`config.mk`:
```
export PLATFORM = sky130hd
export DESIGN_NAME = vtts_front
export DESIGN_NICKNAME = d
export VERILOG_FILES = /design/src/hdl/vtts_pkg.sv /design/src/hdl/vtts_front.sv
export SDC_FILE = /design/constraint.sdc
export NUM_CORES = 1
export LEC_CHECK = 0
export BUFFER_PORTS_ARGS = -buffer_cell sky130_fd_sc_hd__buf_2
export CAP_MARGIN = 10
export CORE_MARGIN = 10
export CORE_UTILIZATION = 58
export DETAILED_ROUTE_END_ITERATION = 12
export PLACE_DENSITY = 0.84
export REMOVE_ABC_BUFFERS = 1
export SETUP_SLACK_MARGIN = 0.05
export SLEW_MARGIN = 20
export SYNTH_ARGS = -nofsm -noshare
export SYNTH_HDL_FRONTEND = slang
export SYNTH_SLANG_ARGS = --single-unit
```
`constraint.sdc`:
```
create_clock -name clk -period 7.3 [get_ports clk]
set_clock_uncertainty 0.15 [all_clocks]
set_input_delay 0.73 -clock clk [delete_from_list [all_inputs] [get_ports clk]]
set_output_delay 0.73 -clock clk [all_outputs]
set_load 0.01 [all_outputs]
```
`src/hdl/vtts_pkg.sv`:
```
`timescale 1ns / 1ps
// ----------------------------------------------------------------------------
// vtts_pkg
// Shared types and codes for the volume texture trilinear sampler.
// ----------------------------------------------------------------------------
package vtts_pkg;

  typedef enum logic [1:0] {
    OP_WRITE  = 2'd0,
    OP_FETCH  = 2'd1,
    OP_SAMPLE = 2'd2
  } op_t;

  localparam logic [1:0] CFG_WIDTH  = 2'd0;
  localparam logic [1:0] CFG_HEIGHT = 2'd1;
  localparam logic [1:0] CFG_DEPTH  = 2'd2;

  localparam int FRAC_BITS = 16;
  localparam int CFG_BITS  = 6;

  // tag carried with every item from front to back
  typedef struct packed {
    op_t  op;
    logic in_range;
  } item_ctl_t;

  localparam int CTL_BITS = $bits(item_ctl_t);

endpackage

```
`src/hdl/vtts_front.sv`:
```
`timescale 1ns / 1ps
// ----------------------------------------------------------------------------
// vtts_front
// Size registers, range check and coordinate scaling of incoming items.
// ----------------------------------------------------------------------------
module vtts_front #(
  parameter int MAX_DIM    = 32,
  parameter int TEXEL_BITS = 16,
  parameter int CW         = $clog2(MAX_DIM + 1),
  parameter int SW         = CW + 17
) (
  input  logic                    clk,
  input  logic                    rst_n,
  input  logic                    cfg_valid,
  input  logic [1:0]              cfg_index,
  input  logic [5:0]              cfg_data,
  input  logic                    start,
  input  logic                    full,
  input  logic [1:0]              in_operation,
  input  logic signed [15:0]      in_texel_x,
  input  logic signed [15:0]      in_texel_y,
  input  logic signed [15:0]      in_texel_z,
  input  logic signed [17:0]      in_u_coord,
  input  logic signed [17:0]      in_v_coord,
  input  logic signed [17:0]      in_w_coord,
  input  logic [15:0]             in_write_value,
  output logic                    push,
  output vtts_pkg::item_ctl_t     ctl,
  output logic signed [SW-1:0]    scaled [3],
  output logic [TEXEL_BITS-1:0]   wdata,
  output logic [CW-1:0]           dim [3]
);
  import vtts_pkg::*;

  logic [CFG_BITS-1:0] size_r [3];
  logic [CFG_BITS-1:0] size_nxt [3];
  logic signed [15:0]  pt [3];
  logic signed [17:0]  nc [3];
  logic                pt_ok, nc_ok;
  logic [15+CW:0]      prod [3];
  op_t                 op;

  always_comb begin
    size_nxt = size_r;
    if (cfg_valid) begin
      if (cfg_index == CFG_WIDTH)  size_nxt[0] = cfg_data;
      if (cfg_index == CFG_HEIGHT) size_nxt[1] = cfg_data;
      if (cfg_index == CFG_DEPTH)  size_nxt[2] = cfg_data;
    end
  end

  always_ff @(posedge clk) begin
    if (!rst_n) begin
      for (int a = 0; a < 3; a++) size_r[a] <= CFG_BITS'(32);
    end else begin
      size_r <= size_nxt;
    end
  end

  // zero acts as one, anything beyond the store as the store size
  always_comb begin
    for (int a = 0; a < 3; a++) begin
      if (size_r[a] == '0)               dim[a] = CW'(1);
      else if (int'(size_r[a]) > MAX_DIM) dim[a] = CW'(MAX_DIM);
      else                                dim[a] = CW'(size_r[a]);
    end
  end

  assign pt[0] = in_texel_x;
  assign pt[1] = in_texel_y;
  assign pt[2] = in_texel_z;
  assign nc[0] = in_u_coord;
  assign nc[1] = in_v_coord;
  assign nc[2] = in_w_coord;
  assign op    = op_t'(in_operation);

  always_comb begin
    pt_ok = 1'b1;
    nc_ok = 1'b1;
    for (int a = 0; a < 3; a++) begin
      if (pt[a][15] || (pt[a][15:0] >= 16'(dim[a]))) pt_ok = 1'b0;
      if (nc[a][17] || nc[a][16]) nc_ok = 1'b0;
      prod[a] = (16+CW)'(nc[a][15:0]) * (16+CW)'(dim[a]);
      if (op == OP_SAMPLE)
        scaled[a] = $signed({1'b0, prod[a]}) - SW'(32768);
      else
        scaled[a] = $signed({1'b0, pt[a][CW-1:0], 16'h0000});
    end
  end

  always_comb begin
    ctl.op = op;
    unique case (op)
      OP_WRITE, OP_FETCH: ctl.in_range = pt_ok;
      OP_SAMPLE:          ctl.in_range = nc_ok;
      default:            ctl.in_range = 1'b0;
    endcase
  end

  assign wdata = TEXEL_BITS'(in_write_value);
  assign push  = start && !full;

endmodule

```
==> results.json <==
{
  "status": "finished clean",
  "core_sq_um": 19300,
  "antenna_left": 0,
  "cts_resized": 0,
  "synth_area_leaders": "fa_1 30%, ha_1 20%, and2_1 14%",
  "met2_usage_pct": 42.6,
  "syn_to_final_growth_pct": 11.2,
  "first_global_vias": 10753,
  "slowest_stage": "dfxtp_1",
  "cts_inserted_buffers": 3,
  "die_width_microns": 160,
  "largestRegisters": "size_r (18)",
  "seq_area_sq_um": 360,
  "slew_headroom_pct": 30.5,
  "clk_latency_ns": 0.25,
  "synthCells": 1307,
  "tightest_slew_ns": 1.04,
  "critical_path_class": "reg2out",
  "die_area_sq_um": 25600,
  "grt_pass1_wl_mm": 52.9,
  "drive_gt1_share_pct": 16.7,
  "seq_area_frac_synth_pct": 3.18,
  "critPathArrivalTime_ns": 5.79,
  "nets": 1949,
  "p_leak_nw": 6.80,
  "initial_utilization_pct": 58.7,
  "synthDistinctLibCells": 63,
  "grt_max_degree": 38,
  "synth_most_common_cell": "and2_1",
  "grt.met3_usage_pct": 5.71,
  "holdBufCountCts": 0,
  "critPathMostFrequentCell": "fa_1",
  "clockBufferDepth": 2,
  "ys_warn_count": 0,
  "largest_reg_flops": 18,
  "fin_crit_sh_pct": 91.3,
  "via_per_inst": 5.69,
  "wl_per_cell_microns": 18.2,
  "max-vdd-ir-drop_mv": 0.0597,
  "syn_area_sq_um": 11300,
  "min_period_ns": 6.67,
  "synth-edff-count": 0,
  "rsz0062_at_grt": "no",
  "ys_ff_latch": 18,
  "cellPowerDensity_nw_per_um2": 61.4,
  "postSynthAreaPerCell_sq_um": 8.68,
  "die_y_microns": 160,
  "fin_total_pwr_w": 0.000774,
  "htreeDepth": 1,
  "port_buffers": 207,
  "hold_path.class": "reg2reg",
  "synth_common_cells": "257 x and2_1, 177 x ha_1, 168 x fa_1",
  "grt_remaining_overflow": 0,
  "max_cap_viol_count": 0,
  "post-route-drc-count": 0,
  "end_kind": "primary output",
  "grt.total_usage_pct": 24.5,
  "ioPinCount": 240,
  "drv_slew": 0,
  "met1_usage_pct": 29.2,
  "cp_cell_sequence": "nor2_1 > and2_1 > fa_1 > inv_1 > fa_1 > inv_1 > fa_1 > ha_1 > fa_1 > a21oi_1 > nand4b_1 > nand2_1 > a2111oi_1 > o21ai_0 > o31ai_1 > buf_2",
  "gp_congestion": 0.973,
  "first_pass_iters": 5,
  "critPathLaunchType": "register",
  "synth_flop_cell": "dfxtp_1",
  "required_ns": 6.42,
  "synth_top_area_share_pct": 29.6,
  "hpwl_mm": 26.8,
  "setup_viol": 0,
  "fillCellCount": 1619,
  "tritoncts": "built",
  "num_rows": 51,
  "wl_mm": 31.6,
  "path_clk_slew_ns": 0.05,
  "hold_viol": 0,
  "post_cts_buffers": 0,
  "multi_input_area_sq_um": 10300,
  "root_buffer": "clkbuf_16",
  "crit_path_max_incr_delay_ns": 0.78,
  "route.vias.total": 9902,
  "antenna_found_initial": 5,
  "top_register": "size_r",
  "r2r_cells": 4,
  "grt-busiest-layer": "met2",
  "tns_ns": 0,
  "max_freq_mhz": 150,
  "clkSinkCount": 18,
  "critical_path_peak_fanout": 23,
  "holdPathStages": 2,
  "drt_first_iter_violations": 516,
  "yosys.area.top_type": "fa_1",
  "postSynth.asyncResetShare_pct": 0
}
area by class of cell:
class / count / area share (%)
Clock buffer: 4 / 0.704
Sequential cell: 18 / 2.86
Inverter: 106 / 3.15
Timing Repair Buffer: 219 / 8.93
Tap cell: 265 / 2.63
Multi-Input combinational cell: 1123 / 81.7
Antenna cell: 4 / 0.0793
placed cells by master (no fill, tap or decap), drive strengths merged, types with 7 or more instances in the layout:
cell type and instances:
and2 258, and3 8, xor2 12, nor3 13, o21a 12, a21o 23
xnor2 22, nor2 61, buf 219, nand3 18, ha 177, nand2b 8
mux2i 17, o21bai 7, dfxtp 18, o21ai 51, a211oi 16, fa 168
a21oi 46, inv 106, nor2b 32, nand2 98, nor4 12
final timing paths:
path                                 end  slack [ns]                    start
setup / recovery              scaled[68]        0.63  size_r[17]$_SDFFE_PN1P_
hold / removal    size_r[0]$_SDFFE_PN0P_        0.38   size_r[0]$_SDFFE_PN0P_
setup reg to reg  size_r[5]$_SDFFE_PN1P_        5.77   size_r[5]$_SDFFE_PN1P_
hold reg to reg   size_r[0]$_SDFFE_PN0P_        0.38   size_r[0]$_SDFFE_PN0P_
through the flow:
stage	util (%)	instance area (sq um)	setup slack [ns]	hold WS, ns	instances
after floorplan	-	11000	1.54	0.333	1247
after global placement	64.7	12500	0.798	0.355	1731
after detailed placement	64.7	12500	0.791	0.376	1731
after CTS	65.2	12600	0.526	0.388	1735
after global routing	65.2	12600	0.171	0.418	1738
final	65.3	12600	0.632	0.384	1739
where the power goes:
part	internal [W]	total (W)	switching, W
registers	0.000102	0.000108	0.00000598
logic	0.000229	0.000547	0.000318
clock network	0.0000833	0.000119	0.0000355
kinds of logic after synthesis:
logic type	Yosys count	synth area share (%)
flip-flops	18	3.18
AO/OA/AOI/OAI	199	11.9
buffers and inverters	166	6.13
XOR/XNOR	34	2.62
multiplexers	17	1.50
adder cells (fa/ha/maj)	345	49.2
AND/OR/NAND/NOR	528	25.5
worst max-delay path: cells and delay by family, from the launching register on:
kind,cells,cell delay (ns)
fa+ha+maj,5,2.27
buf+inv,3,0.29
flops,1,0.78
simple gates,4,1.10
compound gates,4,1.10
layer usage:
layer / wire length [microns] / up-vias
li1: - / 4681
met1: 12600 / 4769
met2: 15400 / 386
met3: 2610 / 64
met4: 986 / 2
met5: 11 / -
Note: power is estimated with default switching activity, not from simulation.
