### src/hdl/vtts_queue.sv
`timescale 1ns / 1ps
// ----------------------------------------------------------------------------
// vtts_queue
// Two-entry item queue between the front and the back.
// ----------------------------------------------------------------------------
module vtts_queue #(
  parameter int WIDTH = 8
) (
  input  logic             clk,
  input  logic             rst_n,
  input  logic             push,
  input  logic [WIDTH-1:0] wr_data,
  input  logic             pop,
  output logic [WIDTH-1:0] rd_data,
  output logic             full,
  output logic             empty
);
  logic [WIDTH-1:0] mem_r [2];
  logic             wr_ptr_r, wr_ptr_nxt;
  logic             rd_ptr_r, rd_ptr_nxt;
  logic [1:0]       cnt_r, cnt_nxt;

  assign full    = (cnt_r == 2'd2);
  assign empty   = (cnt_r == 2'd0);
  assign rd_data = mem_r[rd_ptr_r];

  always_comb begin
    wr_ptr_nxt = wr_ptr_r ^ push;
    rd_ptr_nxt = rd_ptr_r ^ pop;
    cnt_nxt    = cnt_r + 2'(push) - 2'(pop);
  end

  always_ff @(posedge clk) begin
    if (!rst_n) begin
      wr_ptr_r <= 1'b0;
      rd_ptr_r <= 1'b0;
      cnt_r    <= 2'd0;
    end else begin
      wr_ptr_r <= wr_ptr_nxt;
      rd_ptr_r <= rd_ptr_nxt;
      cnt_r    <= cnt_nxt;
    end
  end

  always_ff @(posedge clk) begin
    if (push) mem_r[wr_ptr_r] <= wr_data;
  end

endmodule

### config.mk
export PLATFORM = sky130hd
export DESIGN_NAME = vtts_queue
export DESIGN_NICKNAME = d
export VERILOG_FILES = /design/src/hdl/vtts_queue.sv
export SDC_FILE = /design/constraint.sdc
export NUM_CORES = 1
export LEC_CHECK = 0
export ABC_AREA = 1
export BUFFER_PORTS_ARGS = -buffer_cell sky130_fd_sc_hd__buf_2
export CAP_MARGIN = 20
export CORE_MARGIN = 1
export CORE_UTILIZATION = 49
export CTS_CLUSTER_SIZE = 16
export DETAILED_ROUTE_END_ITERATION = 12
export PLACE_DENSITY = 0.73
export SETUP_SLACK_MARGIN = 0.1
export SLEW_MARGIN = 5
export SYNTH_ARGS = -nofsm -noshare
export SYNTH_HDL_FRONTEND = slang
export SYNTH_SLANG_ARGS = --single-unit
### constraint.sdc
create_clock -name clk -period 1.4 [get_ports clk]
set_input_delay 0.28 -clock clk [delete_from_list [all_inputs] [get_ports clk]]
set_output_delay 0.28 -clock clk [all_outputs]
set_load 0.05 [all_outputs]
==> impl_metrics.yaml, run 1 <==
synthesis:
  synthArstFlopShare_pct: 0
  synthCells: 54
  yosysMostFrequentCell: "edfxtp_1"
  synth.net_count: 70
  ys.flop_type: "edfxtp_1"
  synth_area_um2: 845
  yosysUniqueCellTypes: 11
  synth_edf_count: 16
  synthTopCellsByArea: "edfxtp_1 (57%), mux2_4 (14%), dfxtp_1 (12%), ha_1 (5.9%), inv_1 (3.1%)"
  yosysTopAreaCell: "edfxtp_1"
  syn-mean-instance-area_um2: 15.6
  synth-seq-area-share_pct: 68.7
  synth_common_cells: "edfxtp_1 (16), mux2_4 (8), inv_1 (7)"
  synth_top_area_share_pct: 56.9
  yosys_register_bits: 21
  yosysWarnings: 0
clock_tree:
  numCtsBuffers: 3
  cts.sinks: 21
  cts_tree: "done"
  clk_latency_ps: 300
  root_buffer: "clkbuf_4"
  clk_pin_slew_ps: 110
  cts_htree_levels: 1
  cts_buffer_depth: 2
sta:
  fin_worst_skew_ps: 3.33
  rsz0062_at_grt: "yes"
  layout_worst_path_cycle_share_pct: 110
  finalHoldViolCount: 0
  setup_ws_ps: -133
  relSlewSlack_pct: 73.9
  setup_viol: 8
  fmax_mhz: 652
  finalMaxSlewViolations: 0
  finalCriticalPeriod_ps: 1530
  tightest_slew_ps: 392
pwr:
  swShare_pct: 30.4
  clockPowerShare_pct: 19.2
  p_leak_nw: 0.479
  p_seq_share_pct: 50.9
  power.density_nw_per_um2: 1290
  p_int_w: 0.00102
  ir_drop_v: 0.000766
  combPwrFrac_pct: 29.9
  power.switching_w: 0.000445
critical_path:
  reg2reg_to: "cnt_r[1]"
  crit_path_end_kind: "output port"
  worstPathArrival_ps: 1250
  critPathMaxFanout: 8
  crit-reg2reg-launch: "cnt_r[0]"
  worstSetupStartpointType: "flip-flop"
  path_class: "reg2out"
  crit_required_ps: 1120
  r2r_slack_ps: 110
  r2r_cells: 9
drt:
  avgRoutedWirePerCell_um: 14.0
  wl_met2_um: 703
  met3_length_um: 70
  drt_iter0_markers: 4
  drt-total-wl_um: 1350
  dr.pass1.iters: 7
  drc: 4
  detail_route.vias_per_cell: 4.98
  ant_nets: 0
  maxUsedRoutingLayer: "met4"
  drt-met1-wl_um: 558
  num_vias: 483
die:
  die_w_um: 43.5
  die_area_um2: 1890
  core_region_area_um2: 1560
  rows: 14
  start_util_pct: 54.2
  io_pins: 22
  dieHeight_um: 43.5
place:
  portBuffers: 21
  routabilityCongestion: 0.611
  hpwlAfterDp_um: 900
  dpl_cell_area_um2: 978
worst_hold_path:
  holdCritStartpoint: "wr_data[4]"
  hp-class: "in2reg"
  holdPathEnd: "mem_r[1][4]"
  holdPathStages: 1
global_route:
  grt_pass1_vias: 474
  grt-ovfl-total: 0
  grt_pass1_wl_um: 1970
  antenna_found_initial: 0
  grt_usage_pct: 15.0
  grt_max_degree: 12
run:
  maxCapViolCount: 0
finish:
  fillCellCount: 105
  post-route-cell-area_um2: 1130
  fin_util_pct: 72.8
  diodes: 0
  syn_to_final_growth_pct: 34.4
  layout-drive-gt1-share_pct: 59.3
  final_nets: 98
run_status:
  status: "finished with violations"
  failed_checks: "DRC, setup timing"
-- power by group through the flow --
stage          Sequential (W)  Clock, W  Combinational, W
3_3_place_gp         0.000750         0          0.000324
3_5_place_dp         0.000753         0          0.000334
2_1_floorplan        0.000747         0          0.000259
5_1_grt              0.000752  0.000309          0.000460
6_report             0.000746  0.000282          0.000437
4_1_cts              0.000742  0.000292          0.000388
-- metrics by stage --
step | hold WS [ps] | worst slack, ps | instances | setup TNS [ps] | total power (W)
final | 163 | -133 | 97 | -1010 | 0.00147
after global routing | 154 | -170 | 97 | -1340 | 0.00152
after CTS | 153 | -145 | 95 | -1120 | 0.00142
after detailed placement | 473 | 54.9 | 91 | 0 | 0.00109
after global placement | 469 | 130 | 91 | 0 | 0.00107
after floorplan | 373 | 101 | 54 | 0 | 0.00101
-- worst max path at each step --
stage,from,endpoint,slack (ps),cells after the start
final,flip-flop,rd_data[5],-130,3
after global routing,flip-flop,rd_data[4],-170,3
after CTS,flip-flop,rd_data[5],-150,3
after detailed placement,pop,cnt_r[1],50,8
after global placement,flip-flop,rd_data[5],130,3
after floorplan,cnt_r[1],full,100,2
-- flip-flops by register name, summed over array words and instances, names as in the netlist, named ones only --
register and cells:
mem_r 16, wr_ptr_r 1, cnt_r 2, rd_ptr_r 1
-- critical path, stage by stage, from the launching register on --
cell and delay, ps:
dfxtp_2 360, buf_12 130, mux2_4 310, buf_6 150
-- final cells by class --
class / instances / area [um2] / share of cell area (%)
repair buffers: 24 / 203 / 17.9
well taps: 16 / 20.0 / 1.76
multi-input cells: 25 / 273 / 24.0
flip-flops and latches: 21 / 587 / 51.7
inverters: 7 / 26.3 / 2.32
clock buffers: 4 / 26.3 / 2.32
-- metal layers --
metal / GRT usage, % / vias to the layer above
met5: 0 / -
met4: 9.38 / 0
met3: 4.58 / 2
met2: 23.9 / 15
met1: 17.6 / 228
li1: - / 238
-- what timing repair did --
item | CTS | global route
pin swaps | 1 | 3
buffers inserted | 0 | 2
hold endpoints to repair | 0 | 0
gates resized for setup | 26 | 10
hold buffers | 0 | 0
setup endpoints to repair | 10 | 11
-- logic make-up after synthesis --
logic type	count (synthesis)	share of synthesized area (%)
DFF	21	68.7
xor gates and xnor gates	1	1.04
adders and majority gates	4	5.93
AOI/OAI and AO/OA	1	0.592
buffers and inverters	8	4.44
muxes	8	14.2
and+or+nand+nor	11	5.04
-- placed cells by master (no fill, tap or decap), types with 3 or more instances in the layout --
cell type and n:
nor2_1 5, clkbuf_4 4, mux2_4 8, buf_2 11
inv_2 3, edfxtp_1 16, inv_1 4, buf_6 8
Power figures use the tool's default switching activity.
==> run 2, diff against run 1 <==
Settings changed: CORE_UTILIZATION 49 to 35, PLACE_DENSITY 0.73 to 0.55.
==> impl_metrics.yaml, run 2 (synthesized netlist as in run 1, its figures left out) <==
clock_tree:
  cts_htree_levels: 1
  numCtsBuffers: 3
  root_buffer: "clkbuf_4"
  clk_latency_ps: 290
  cts.sinks: 21
  cts_buffer_depth: 2
  clk_pin_slew_ps: 110
  postCtsSetupRepairBufs: 0
  holdBufCountCts: 0
  cts_tree: "done"
pwr:
  clockPowerShare_pct: 18.8
  p_seq_share_pct: 52.3
  p_int_w: 0.00100
  ir_drop_v: 0.000829
  power.density_nw_per_um2: 1260
  swShare_pct: 29.7
  combPwrFrac_pct: 28.9
  p_leak_nw: 0.470
  power_w: 0.00143
  power.switching_w: 0.000423
critical_path:
  path_class: "reg2out"
  crit_required_ps: 1120
  crit_slowest_cell: "dfxtp_2"
  crit_buf_inv: 2
  path_cells: "buf_12 -> mux2_4 -> buf_6"
  critPathMaxFanout: 8
  crit_path_end_kind: "output port"
  path_delay_family: "flip-flops"
  worstSetupStartpointType: "flip-flop"
  r2r_slack_ps: 160
  worstPathArrival_ps: 1230
  max_stage_delay_ps: 350
drt:
  maxUsedRoutingLayer: "met4"
  drt_iter0_markers: 1
  drt-total-wl_um: 1120
  detail_route.vias_per_cell: 4.32
  met3_length_um: 73
  ant_nets: 0
  drc: 0
  avgRoutedWirePerCell_um: 10.5
  dr.pass1.iters: 4
  num_vias: 462
  drt-met1-wl_um: 443
  wl_met2_um: 593
die:
  dieHeight_um: 51.1
  core_region_area_um2: 2230
  rows: 17
  io_pins: 22
  die_w_um: 51.1
  die_area_um2: 2610
  start_util_pct: 37.8
global_route:
  grt-ovfl-total: 0
  grt_max_degree: 13
  grt_usage_pct: 10.0
  grt_pass1_vias: 472
  antenna_found_initial: 0
  grt_pass1_wl_um: 1860
sta:
  setup_viol: 8
  finalCriticalPeriod_ps: 1510
  whs_ps: 170
  relSlewSlack_pct: 75.0
  finalMaxSlewViolations: 0
  finalHoldViolCount: 0
  fmax_mhz: 662
  layout_worst_path_cycle_share_pct: 108
  rsz0062_at_grt: "yes"
  tightest_slew_ps: 375
  fin_setup_tns_ps: -859
  setup_ws_ps: -111
  fin_worst_skew_ps: 1.84
place:
  pre_cts_slack_ps: 124
  hpwlAfterDp_um: 790
  routabilityCongestion: 0.642
  portBuffers: 21
run:
  maxCapViolCount: 0
finish:
  largest-register: "mem_r"
  largest_register_ff_count: 16
  syn_to_final_growth_pct: 34.1
  diodes: 0
  final_common_cell: "edfxtp_1"
  layout-drive-gt1-share_pct: 60.8
  final_nets: 96
  top_regs: "mem_r x16, cnt_r x2"
  final_cell_mix: "edfxtp_1 (16), buf_2 (11), buf_6 (9)"
worst_hold_path:
  hp-class: "in2reg"
run_status:
  status: "finished with violations"
  failed_checks: "setup timing"
[run 2: cell types whose count changed in the layout (fill, tap and decap cells not counted)]
cell,previous run,this run
clkbuf_1,1,0
inv_2,3,4
buf_8,1,0
clkinv_2,0,1
inv_1,4,3
buf_4,2,0
buf_6,8,9
[run 2: area by class of cell]
| cell class | instances | area [um2] |
|---|---|---|
| fillers | 204 | 1100 |
| well taps | 28 | 35.0 |
| clock buffers | 3 | 22.5 |
| multi-input cells | 25 | 273 |
| repair buffers | 22 | 184 |
| flip-flops and latches | 21 | 587 |
| inverters | 7 | 26.3 |
| clock inverters | 1 | 5.00 |
[run 2: power by group through the flow]
stage / clock [W] / combinational, W / sequential (W)
finish: 0.000268 / 0.000412 / 0.000746
global route: 0.000310 / 0.000435 / 0.000752
CTS: 0.000282 / 0.000371 / 0.000738
detailed placement: 0 / 0.000330 / 0.000752
global placement: 0 / 0.000329 / 0.000750
floorplan: 0 / 0.000259 / 0.000747
[run 2: per-layer routing]
layer | up-vias | GRT usage [%]
li1 | 234 | -
met1 | 211 | 9.33
met2 | 15 | 18.9
met3 | 2 | 3.27
met4 | 0 | 5.56
met5 | - | 0
[run 2: through the flow]
| step | cell area (um2) | util [%] | cells |
|---|---|---|---|
| 2_1_floorplan | 845 | - | 54 |
| 3_3_place_gp | 993 | 44.5 | 103 |
| 3_5_place_dp | 993 | 44.5 | 103 |
| 4_1_cts | 1070 | 48.1 | 107 |
| 5_1_grt | 1130 | 50.7 | 107 |
| 6_report | 1130 | 50.7 | 107 |
[run 2: path summary, 6_finish.rpt]
check / endpoint / from / cells after the start
worst max-delay path: rd_data[4] / flip-flop / 3
worst min-delay path: mem_r[0][7] / wr_data[7] / 1
worst max register to register: cnt_r[1] / cnt_r[0] / 8
worst min register to register: flip-flop / rd_ptr_r / 2
[run 2: repair_timing]
| item | 4_1_cts | 5_1_grt |
|---|---|---|
| setup endpoints to repair | 9 | 11 |
| resized for setup | 18 | 18 |
| pin swaps | 0 | 5 |
[run 2: worst reg2reg max path, stage by stage (launching register included)]
cell and delay [ps]:
dfxtp_4 390, inv_2 50, ha_4 250, inv_2 40
ha_4 150, inv_2 50, nand2_2 50, a21oi_2 120
nor2_1 50
